[src/hdl/ccs_pkg.sv]
// ----------------------------------------------------------------------------
// ccs_pkg
// Scanner modes, character codes and the queue entry type of the stripper.
// ----------------------------------------------------------------------------
package ccs_pkg;

  typedef enum logic [3:0] {
    MODE_CODE       = 4'd0,
    MODE_SLASH      = 4'd1,
    MODE_LINE       = 4'd2,
    MODE_BLOCK      = 4'd3,
    MODE_BLOCK_STAR = 4'd4,
    MODE_STR        = 4'd5,
    MODE_STR_ESC    = 4'd6,
    MODE_CHR        = 4'd7,
    MODE_CHR_ESC    = 4'd8
  } scan_mode_e;

  localparam logic [7:0] CH_SLASH  = 8'h2F;
  localparam logic [7:0] CH_STAR   = 8'h2A;
  localparam logic [7:0] CH_NL     = 8'h0A;
  localparam logic [7:0] CH_DQUOTE = 8'h22;
  localparam logic [7:0] CH_SQUOTE = 8'h27;
  localparam logic [7:0] CH_BSLASH = 8'h5C;

  // one request worth of output bytes
  typedef struct packed {
    logic       two;
    logic [7:0] b0;
    logic [7:0] b1;
  } entry_t;

  typedef struct packed {
    logic   valid;
    entry_t entry;
  } qword_t;

endpackage

[src/hdl/ccs_front.sv]
// ----------------------------------------------------------------------------
// ccs_front
// Scanner state machine: classifies each byte and forms up to two output bytes.
// ----------------------------------------------------------------------------
module ccs_front (
  input  logic            clk_i,
  input  logic            rst_ni,
  input  logic            in_valid_i,
  output logic            in_stall_o,
  input  logic [7:0]      in_byte_i,
  input  logic            final_req_i,
  input  logic            q_full_i,
  output ccs_pkg::qword_t push_o
);

  ccs_pkg::scan_mode_e mode_q, mode_d;
  logic [1:0] e_cnt;
  logic [7:0] e0, e1;
  logic       accept;

  assign in_stall_o = q_full_i;
  assign accept     = in_valid_i && !q_full_i;

  always_ff @(posedge clk_i or negedge rst_ni) begin
    if (!rst_ni) begin
      mode_q <= ccs_pkg::MODE_CODE;
    end else if (accept) begin
      mode_q <= mode_d;
    end
  end

  always_comb begin
    logic [7:0] b;
    logic       put_b;
    logic       put_slash;
    logic       slash_first;
    b           = in_byte_i;
    mode_d      = mode_q;
    put_b       = 1'b0;
    put_slash   = 1'b0;
    slash_first = 1'b0;
    unique case (mode_q)
      ccs_pkg::MODE_SLASH: begin
        if (b == ccs_pkg::CH_SLASH) begin
          mode_d = ccs_pkg::MODE_LINE;
        end else if (b == ccs_pkg::CH_STAR) begin
          mode_d = ccs_pkg::MODE_BLOCK;
        end else begin
          // held slash goes out ahead of this byte
          slash_first = 1'b1;
          put_b       = 1'b1;
          if (b == ccs_pkg::CH_DQUOTE) begin
            mode_d = ccs_pkg::MODE_STR;
          end else if (b == ccs_pkg::CH_SQUOTE) begin
            mode_d = ccs_pkg::MODE_CHR;
          end else begin
            mode_d = ccs_pkg::MODE_CODE;
          end
        end
      end
      ccs_pkg::MODE_LINE: begin
        if (b == ccs_pkg::CH_NL) begin
          put_b  = 1'b1;
          mode_d = ccs_pkg::MODE_CODE;
        end
      end
      ccs_pkg::MODE_BLOCK: begin
        if (b == ccs_pkg::CH_STAR) begin
          mode_d = ccs_pkg::MODE_BLOCK_STAR;
        end
      end
      ccs_pkg::MODE_BLOCK_STAR: begin
        if (b == ccs_pkg::CH_SLASH) begin
          mode_d = ccs_pkg::MODE_CODE;
        end else if (b != ccs_pkg::CH_STAR) begin
          mode_d = ccs_pkg::MODE_BLOCK;
        end
      end
      ccs_pkg::MODE_STR: begin
        put_b = 1'b1;
        if (b == ccs_pkg::CH_BSLASH) begin
          mode_d = ccs_pkg::MODE_STR_ESC;
        end else if (b == ccs_pkg::CH_DQUOTE) begin
          mode_d = ccs_pkg::MODE_CODE;
        end
      end
      ccs_pkg::MODE_STR_ESC: begin
        put_b  = 1'b1;
        mode_d = ccs_pkg::MODE_STR;
      end
      ccs_pkg::MODE_CHR: begin
        put_b = 1'b1;
        if (b == ccs_pkg::CH_BSLASH) begin
          mode_d = ccs_pkg::MODE_CHR_ESC;
        end else if (b == ccs_pkg::CH_SQUOTE) begin
          mode_d = ccs_pkg::MODE_CODE;
        end
      end
      ccs_pkg::MODE_CHR_ESC: begin
        put_b  = 1'b1;
        mode_d = ccs_pkg::MODE_CHR;
      end
      default: begin
        if (b == ccs_pkg::CH_SLASH) begin
          mode_d = ccs_pkg::MODE_SLASH;
        end else begin
          put_b = 1'b1;
          if (b == ccs_pkg::CH_DQUOTE) begin
            mode_d = ccs_pkg::MODE_STR;
          end else if (b == ccs_pkg::CH_SQUOTE) begin
            mode_d = ccs_pkg::MODE_CHR;
          end else begin
            mode_d = ccs_pkg::MODE_CODE;
          end
        end
      end
    endcase

    // flush a held slash on the last byte of the stream
    if (final_req_i) begin
      if (mode_d == ccs_pkg::MODE_SLASH) begin
        put_slash = 1'b1;
      end
      mode_d = ccs_pkg::MODE_CODE;
    end

    e_cnt = 2'd0;
    e0    = b;
    e1    = b;
    if (slash_first) begin
      e0    = ccs_pkg::CH_SLASH;
      e_cnt = 2'd2;
    end else if (put_b) begin
      e_cnt = 2'd1;
    end else if (put_slash) begin
      e0    = ccs_pkg::CH_SLASH;
      e_cnt = 2'd1;
    end
  end

  assign push_o.valid     = accept && (e_cnt != 2'd0);
  assign push_o.entry.two = (e_cnt == 2'd2);
  assign push_o.entry.b0  = e0;
  assign push_o.entry.b1  = e1;

endmodule

[src/hdl/ccs_queue.sv]
// ----------------------------------------------------------------------------
// ccs_queue
// Two-entry queue of output requests between scanner and output stage.
// ----------------------------------------------------------------------------
module ccs_queue (
  input  logic            clk_i,
  input  logic            rst_ni,
  input  ccs_pkg::qword_t push_i,
  output logic            full_o,
  output ccs_pkg::qword_t head_o,
  input  logic            pop_i
);

  ccs_pkg::entry_t mem_q [2];
  logic       wr_ptr_q, rd_ptr_q;
  logic [1:0] cnt_q;
  logic       do_push, do_pop;

  assign full_o       = (cnt_q == 2'd2);
  assign head_o.valid = (cnt_q != 2'd0);
  assign head_o.entry = mem_q[rd_ptr_q];
  assign do_push      = push_i.valid && !full_o;
  assign do_pop       = pop_i && head_o.valid;

  always_ff @(posedge clk_i) begin
    if (do_push) begin
      mem_q[wr_ptr_q] <= push_i.entry;
    end
  end

  always_ff @(posedge clk_i or negedge rst_ni) begin
    if (!rst_ni) begin
      wr_ptr_q <= 1'b0;
      rd_ptr_q <= 1'b0;
      cnt_q    <= 2'd0;
    end else begin
      if (do_push) begin
        wr_ptr_q <= !wr_ptr_q;
      end
      if (do_pop) begin
        rd_ptr_q <= !rd_ptr_q;
      end
      if (do_push && !do_pop) begin
        cnt_q <= cnt_q + 2'd1;
      end else if (do_pop && !do_push) begin
        cnt_q <= cnt_q - 2'd1;
      end
    end
  end

endmodule

[src/hdl/ccs_back.sv]
// ----------------------------------------------------------------------------
// ccs_back
// Output stage: sends the bytes of each queued request one per cycle while out_stall_i is low.
// ----------------------------------------------------------------------------
module ccs_back (
  input  logic            clk_i,
  input  logic            rst_ni,
  input  ccs_pkg::qword_t head_i,
  output logic            pop_o,
  output logic            out_valid_o,
  input  logic            out_stall_i,
  output logic [7:0]      out_byte_o,
  output logic            run_last_o
);

  logic       out_valid_q, out_valid_d;
  logic [7:0] out_byte_q, out_byte_d;
  logic       run_last_q, run_last_d;
  logic       pend_valid_q, pend_valid_d;
  logic [7:0] pend_byte_q, pend_byte_d;
  logic       load_ok;

  assign load_ok = !out_valid_q || !out_stall_i;

  always_comb begin
    out_valid_d  = out_valid_q;
    out_byte_d   = out_byte_q;
    run_last_d   = run_last_q;
    pend_valid_d = pend_valid_q;
    pend_byte_d  = pend_byte_q;
    pop_o        = 1'b0;
    if (load_ok) begin
      if (pend_valid_q) begin
        // second byte of a two-byte request
        out_valid_d  = 1'b1;
        out_byte_d   = pend_byte_q;
        run_last_d   = 1'b1;
        pend_valid_d = 1'b0;
      end else if (head_i.valid) begin
        pop_o        = 1'b1;
        out_valid_d  = 1'b1;
        out_byte_d   = head_i.entry.b0;
        run_last_d   = !head_i.entry.two;
        pend_valid_d = head_i.entry.two;
        pend_byte_d  = head_i.entry.b1;
      end else begin
        out_valid_d = 1'b0;
      end
    end
  end

  always_ff @(posedge clk_i or negedge rst_ni) begin
    if (!rst_ni) begin
      out_valid_q  <= 1'b0;
      pend_valid_q <= 1'b0;
    end else begin
      out_valid_q  <= out_valid_d;
      pend_valid_q <= pend_valid_d;
    end
  end

  always_ff @(posedge clk_i) begin
    out_byte_q  <= out_byte_d;
    run_last_q  <= run_last_d;
    pend_byte_q <= pend_byte_d;
  end

  assign out_valid_o = out_valid_q;
  assign out_byte_o  = out_byte_q;
  assign run_last_o  = run_last_q;

endmodule

[src/hdl/c_comment_stripper.sv]
// ----------------------------------------------------------------------------
// c_comment_stripper
// Removes C line and block comments from a byte stream, honoring literals.
// ----------------------------------------------------------------------------
// path: an accepted byte is written into the queue, then loaded into the output register
// throughput: one input byte per cycle while in_stall_o is low; a two-byte result (held
//   slash and the byte after it) leaves the output stage one byte at a time
// reset: scanner returns to normal code mode, queue and output stage empty
module c_comment_stripper (
  input  logic       clk_i,
  input  logic       rst_ni,
  input  logic       in_valid_i,
  output logic       in_stall_o,
  input  logic [7:0] in_byte_i,
  input  logic       final_req_i,
  output logic       out_valid_o,
  input  logic       out_stall_i,
  output logic [7:0] out_byte_o,
  output logic       run_last_o
);

  ccs_pkg::qword_t push, head;
  logic            q_full, pop;

  ccs_front u_front (
    .clk_i       (clk_i),
    .rst_ni      (rst_ni),
    .in_valid_i  (in_valid_i),
    .in_stall_o  (in_stall_o),
    .in_byte_i   (in_byte_i),
    .final_req_i (final_req_i),
    .q_full_i    (q_full),
    .push_o      (push)
  );

  ccs_queue u_queue (
    .clk_i  (clk_i),
    .rst_ni (rst_ni),
    .push_i (push),
    .full_o (q_full),
    .head_o (head),
    .pop_i  (pop)
  );

  ccs_back u_back (
    .clk_i       (clk_i),
    .rst_ni      (rst_ni),
    .head_i      (head),
    .pop_o       (pop),
    .out_valid_o (out_valid_o),
    .out_stall_i (out_stall_i),
    .out_byte_o  (out_byte_o),
    .run_last_o  (run_last_o)
  );

endmodule

[config.mk]
export PLATFORM = sky130hd
export DESIGN_NAME = c_comment_stripper
export DESIGN_NICKNAME = d
export VERILOG_FILES = /design/src/hdl/ccs_pkg.sv /design/src/hdl/ccs_front.sv /design/src/hdl/ccs_queue.sv /design/src/hdl/ccs_back.sv /design/src/hdl/c_comment_stripper.sv
export SDC_FILE = /design/constraint.sdc
export NUM_CORES = 1
export LEC_CHECK = 0
export BUFFER_PORTS_ARGS = -buffer_cell sky130_fd_sc_hd__buf_2
export CORE_ASPECT_RATIO = 1.5
export CORE_MARGIN = 2
export CORE_UTILIZATION = 59
export DETAILED_ROUTE_END_ITERATION = 12
export PLACE_DENSITY = 0.87
export SLEW_MARGIN = 15
export SYNTH_ARGS = -nofsm -noshare
export SYNTH_HDL_FRONTEND = slang
export SYNTH_SLANG_ARGS = --single-unit
[constraint.sdc]
create_clock -name clk_i -period 3.4 [get_ports clk_i]
set_input_delay 1.02 -clock clk_i [delete_from_list [all_inputs] [get_ports clk_i]]
set_output_delay 1.02 -clock clk_i [all_outputs]
set_load 0.03 [all_outputs]
# == Yosys cells after proc, flatten, opt, wreduce, memory -nomap -nowiden ==
# Memories as Yosys holds them, arrays and structs flattened.
# Cells that the tools add are included.
# word_totals
reg_bits,27
mem_bits_rw,34
in_bits,13
out_inout_bits,11
word_cells,96
memories,1
# classes
add_sub_neg,2
eq_ne,18
n_mux,42
bitwise_logic,1
n_reduce_logical,23
# memory_table
name,words,word_bits,read_ports,rd_ports_with_merged_regs,wr,line_no,source
u_queue.mem_q,2,17,1,0,1,ccs_queue.sv:14,ccs_pkg::entry_t mem_q [2];
# op_table
op,n
2-to-1 mux 4 bit,13
2-to-1 mux 8 bit,5
equality test 8 x 6 -> 1 bit (second input constant),4
one-hot mux 4 bit (8 select lines),1
2-to-1 mux 1 bit,17
equality test 4 x 3 -> 1 bit (second input constant),4
equality test 4 x 1 -> 1 bit (second input constant),2
equality test 4 x 2 -> 1 bit (second input constant),2
equality test 8 x 4 -> 1 bit (second input constant),1
equality test 8 x 7 -> 1 bit (second input constant),1
zero test 1 bit,8
2-to-1 mux 2 bit,4
inequality test 8 x 6 -> 1 bit (second input constant),1
nonzero test 2 bit,4
logical AND 1 bit,6
equality test 2 bit (second input constant),2
equality test 4 bit (second input constant),1
one-hot mux 1 bit (4 select lines),1
OR reduction 4 bit,1
2-to-1 mux 3 bit,1
AND reduction 3 bit,1
adder 2 x 1 -> 2 bit (second input constant),1
AND reduction 2 bit,1
OR reduction 2 bit,1
other kinds (3),3

# == Logic depth before layout (Yosys ltp) ==
# logic_depth
word_depth,19
depth_mapped,12
mapped_depth_nobuf,10

# == Hierarchy ==
# Synthesis repeated with hierarchy kept, for this count alone.
# hier_totals
cells_unflattened,216
hier_area_um2,3032.9
# modules_own_cells
module,instances,cells_each,area_per_inst_um2,seq_area_each_um2
ccs_queue,1,72,1477.7,1121.1
ccs_front,1,107,815.8,100.1
ccs_back,1,37,739.5,560.5

# == Least setup slack after synthesis ==
# No wires, ideal clock.
# synth_timing
path_kind,in2reg
startpoint,input in_byte_i[4]
endpoint,"memory u_queue.mem_q[1][0] (netlist name), enable pin"
setup_ns,0.392
t_arrival_ns,3.203
required_ns,3.008
slack_ns,-0.196
stages,7
path_buffers,1
path_cell_list,nor4b_4 -> buf_6 -> nand4_2 -> a221o_1 -> o32ai_2 -> a41oi_2 -> nor2b_1
# synth_between
elab_chain_len,17
word_cells_on_any_way,38
cone_classes,8 x eq/ne; 27 x mux; 3 x reduce/logical
# synth_rtl
element,line_no,source
from (decl),c_comment_stripper.sv:14,"input logic [7:0] in_byte_i,"
equality test 8 x 6 -> 1 bit,"ccs_front.sv:54, ccs_front.sv:95, ccs_front.sv:110",
2-to-1 mux 3 bit,"ccs_front.sv:54, ccs_front.sv:110",
2-to-1 mux 4 bit,ccs_front.sv:52,if (b == ccs_pkg::CH_DQUOTE) begin
2-to-1 mux 4 bit,ccs_front.sv:46,end else if (b == ccs_pkg::CH_STAR) begin
2-to-1 mux 4 bit,ccs_front.sv:44,if (b == ccs_pkg::CH_SLASH) begin
one-hot mux 4 bit (8 select lines),ccs_front.sv:42,unique case (mode_q)
equality test 4 x 1 -> 1 bit,ccs_front.sv:121,if (mode_d == ccs_pkg::MODE_SLASH) begin
2-to-1 mux 1 bit,ccs_front.sv:121,
2-to-1 mux 1 bit,ccs_front.sv:120,if (final_req_i) begin
2-to-1 mux 1 bit,ccs_front.sv:135,end else if (put_slash) begin
2-to-1 mux 2 bit,ccs_front.sv:133,end else if (put_b) begin
2-to-1 mux 2 bit (*),ccs_front.sv:130,if (slash_first) begin
nonzero test 2 bit (*),ccs_front.sv:141,assign push_o.valid = accept && (e_cnt != 2'd0);
logical AND 1 bit (*),ccs_front.sv:141,
logical AND 1 bit (*),ccs_queue.sv:22,assign do_push = push_i.valid && !full_o;
2-to-1 mux 1 bit (*),ccs_queue.sv:26,if (do_push) begin
2-to-1 mux 1 bit (not written as such) (*),ccs_queue.sv:27,mem_q[wr_ptr_q] <= push_i.entry;
to (decl),ccs_queue.sv:14,
# Every way passes the cells marked *; elsewhere a longest branch is shown, timed or not.

# == Final worst setup path ==
# layout_timing
startpoint,input in_byte_i[4]
endpoint,"memory u_queue.mem_q[0][12] (netlist name), enable pin"
# Same word-level chain as after synthesis.

==> out/metrics.csv <==
metric;value;unit
outcome;completed;
die_h;90.1;um
cpPeakStageDelay;0.35;ns
fp.dieArea;5540;um^2
grt_max_degree;21;
synth_top_area_cell;edfxtp_1;
antennaDiodeCount;0;
timing.rr.end;u_queue.cnt_q[1];
setup_violations;0;
cp_slowest_cell;a221o_1;
fin_area;3350;um^2
worstPathCellList;buf_2 -> nor4b_4 -> buf_4 -> nand4_1 -> a221o_1 -> o32ai_2 -> a41oi_2 -> buf_4 -> nor2_2 -> buf_12;
layout-drive-gt1-share;29.4;%
wire_per_inst;16.5;um
antenna_found_initial;0;
r2r_start;u_front.mode_q[0];
place_hpwl;3920;um
seq_area_frac_synth;61.1;%
leakagePower;1.24;nW
critPathKind;input port to flop;
vias;1909;
synth_edf_count;51;
cts_resized;0;
min-delay-path-class;flop to flop;
hold_viol_final;0;
synth_area_leaders;edfxtp_1 (52%), dfrtp_1 (8.6%), mux2i_1 (3.1%), mux2_2 (3.1%), nand2_1 (2.4%);
root_buffer;clkbuf_8;
slew_headroom;42.8;%
p_seq_share;48.8;%
dpl.cell_count;315;
syn_area_per_cell;13.0;um^2
clock_latency;0.31;ns
synth_nets;238;
arrival;3.11;ns
port_buffers;23;
power_frac_clock;17.4;%
io_pins;24;
crit_path_end_kind;flop;
dominantRegCellSynth;edfxtp_1;
start_util;60.7;%
cts.clk_slew.worst_paths;0.06;ns
yosysMostFrequentCell;edfxtp_1;
placedInstanceArea;3200;um^2
fill_cells;382;
p_switching;0.997;mW
skew;0.00514;ns
worstMarginPinSlew;0.858;ns
nets;274;
tns;0;ns
ctsHoldBuffers;0;
synth_top_area_share;52.5;%
synth_common_cells;edfxtp_1 (51), nand2_1 (19), o21ai_0 (12), dfrtp_1 (10);
fin_total_pwr;2.87;mW
coreArea;4810;um^2
rows;31;
numCtsBuffers;9;
r2r_slack;0.69;ns
dr.pass1.iters;4;
viasPerCell;5.77;
wl;5450;um
fin_ws;0.312;ns
ir_drop;0.401;mV
min_from;u_queue.wr_ptr_q;
grt_pass1_vias;1956;
syn_to_final_growth;14.8;%
syn_inst;224;
cts_tree;done;
postSynth.asyncResetShare;16.4;%
holdPathStages;1;
antenna_left;0;
die_w;61.4;um
r2r_cells;10;
grt-ovfl-total;0;
yosys_warnings;0;
fin_crit;3.09;ns
p_sw_share;34.8;%
fin_crit_sh;90.8;%
cts.sinks;61;
crit_required;3.42;ns
power.density;856;nW/um^2
cap_violations;0;
dp_worst_setup_slack;-0.00635;ns
crit_top_cell;buf_4;
drtIter0Drc;117;
crit_path_start_kind;input port;
hold_end;u_queue.wr_ptr_q;
final_cells;331;
slew_viol_final;0;
internal_power;1.87;mW
synth.distinct_cells;55;
pwr-share-comb;33.8;%
cts_htree_levels;3;
grt_usage;22.7;%
crit_fanout;17;
max_freq;324;MHz
place.gp.congestion;0.962;
clk_path_buf_depth;2;
synth_area;2920;um^2
post_cts_buffers;0;
rsz0062_at_grt;no;
synth_seq_cells;61;
grt_pass1_wl;9270;um
drc_errors;0;
-- worst max-delay path by stage --
stage               slack (ns)                    to         start
global route              0.17  u_queue.mem_q[0][14]  in_byte_i[4]
finish                    0.31  u_queue.mem_q[0][12]  in_byte_i[4]
CTS                       0.32  u_queue.mem_q[0][12]  in_byte_i[4]
floorplan                 0.09   u_queue.mem_q[1][0]  in_byte_i[4]
global placement          0.06   u_queue.mem_q[0][1]  in_byte_i[4]
detailed placement      -0.006   u_queue.mem_q[0][4]  in_byte_i[4]
-- through the flow --
stage / hold slack, ns / util (%)
2_1_floorplan: 0.446 / -
3_3_place_gp: 0.498 / 66.5
3_5_place_dp: 0.514 / 66.5
4_1_cts: 0.523 / 69.7
5_1_grt: 0.542 / 69.7
6_report: 0.519 / 69.7
-- sequential cells by signal, indices dropped and copies added (netlist names) --
| name | count |
|---|---|
| u_front.mode_q | 4 |
| u_back.run_last_o | 1 |
| u_back.pend_valid_q | 1 |
| u_queue.wr_ptr_q | 1 |
| u_queue.cnt_q | 2 |
| u_back.out_byte_o | 8 |
| u_queue.rd_ptr_q | 1 |
| u_queue.mem_q | 34 |
| u_back.out_valid_o | 1 |
| u_back.pend_byte_q | 8 |
-- worst max-delay path: cells and delay by family --
family	cells	cell delay, ns
AND/OR/NAND/NOR	3	0.53
AO/OA/AOI/OAI	3	0.88
buffers and inverters	4	0.67
-- power groups by stage --
stage / Combinational (mW) / Clock, mW / Sequential (mW)
detailed placement: 0.973 / 0 / 1.42
global placement: 0.932 / 0 / 1.39
global route: 1.08 / 0.539 / 1.44
finish: 0.969 / 0.499 / 1.40
floorplan: 0.660 / 0 / 1.40
CTS: 0.980 / 0.509 / 1.40
-- cells in the final DEF, fill, tap and decap left out, drive strengths merged, types with 2 or more instances in the layout --
cell type,netlist,layout
a21oi,8,8
a311oi,2,2
a31oi,2,2
and2,4,4
and3,2,2
and4bb,2,2
buf,10,40
clkbuf,5,14
clkinv,0,2
dfrtp,10,10
edfxtp,51,51
inv,5,5
mux2,8,8
mux2i,9,9
nand2,19,19
nand2b,2,2
nand3,2,2
nand4,3,3
nor2,8,8
nor2b,6,6
nor3,4,4
nor3b,2,2
nor4b,3,3
nor4bb,3,3
o2111ai,2,2
o211ai,2,2
o21ai,12,12
o31ai,5,5
or2,8,8
xnor2,5,5
xor2,2,2
-- kinds of logic after synthesis --
family / after synthesis / share of synthesized area [%]
DFF: 61 / 61.1
adders and majority gates: 1 / 0.429
buffers and inverters: 20 / 3.22
and+or+nand+nor: 76 / 17.0
AOI/OAI and AO/OA: 42 / 10.0
muxes: 17 / 6.18
xor gates and xnor gates: 7 / 2.10
-- layer usage --
| metal | vias up | global-route usage [%] | part of all wire (%) |
|---|---|---|---|
| li1 | 929 | - | - |
| met1 | 905 | 27.9 | 39 |
| met2 | 58 | 36.9 | 54 |
| met3 | 17 | 4.17 | 3.2 |
| met4 | 0 | 11.3 | 3.3 |
| met5 | - | 0 | 0 |
-- cell type report --
type	count	area, um^2	share of cell area [%]
tap	66	82.6	2.46
timing repair buffer	40	268	7.99
sequential	61	1780	53.2
clock inverter	2	10.0	0.299
multi-input combinational	143	1050	31.3
inverter	5	18.8	0.560
clock buffer	14	143	4.26
Note: power is estimated with default switching activity, not from simulation.
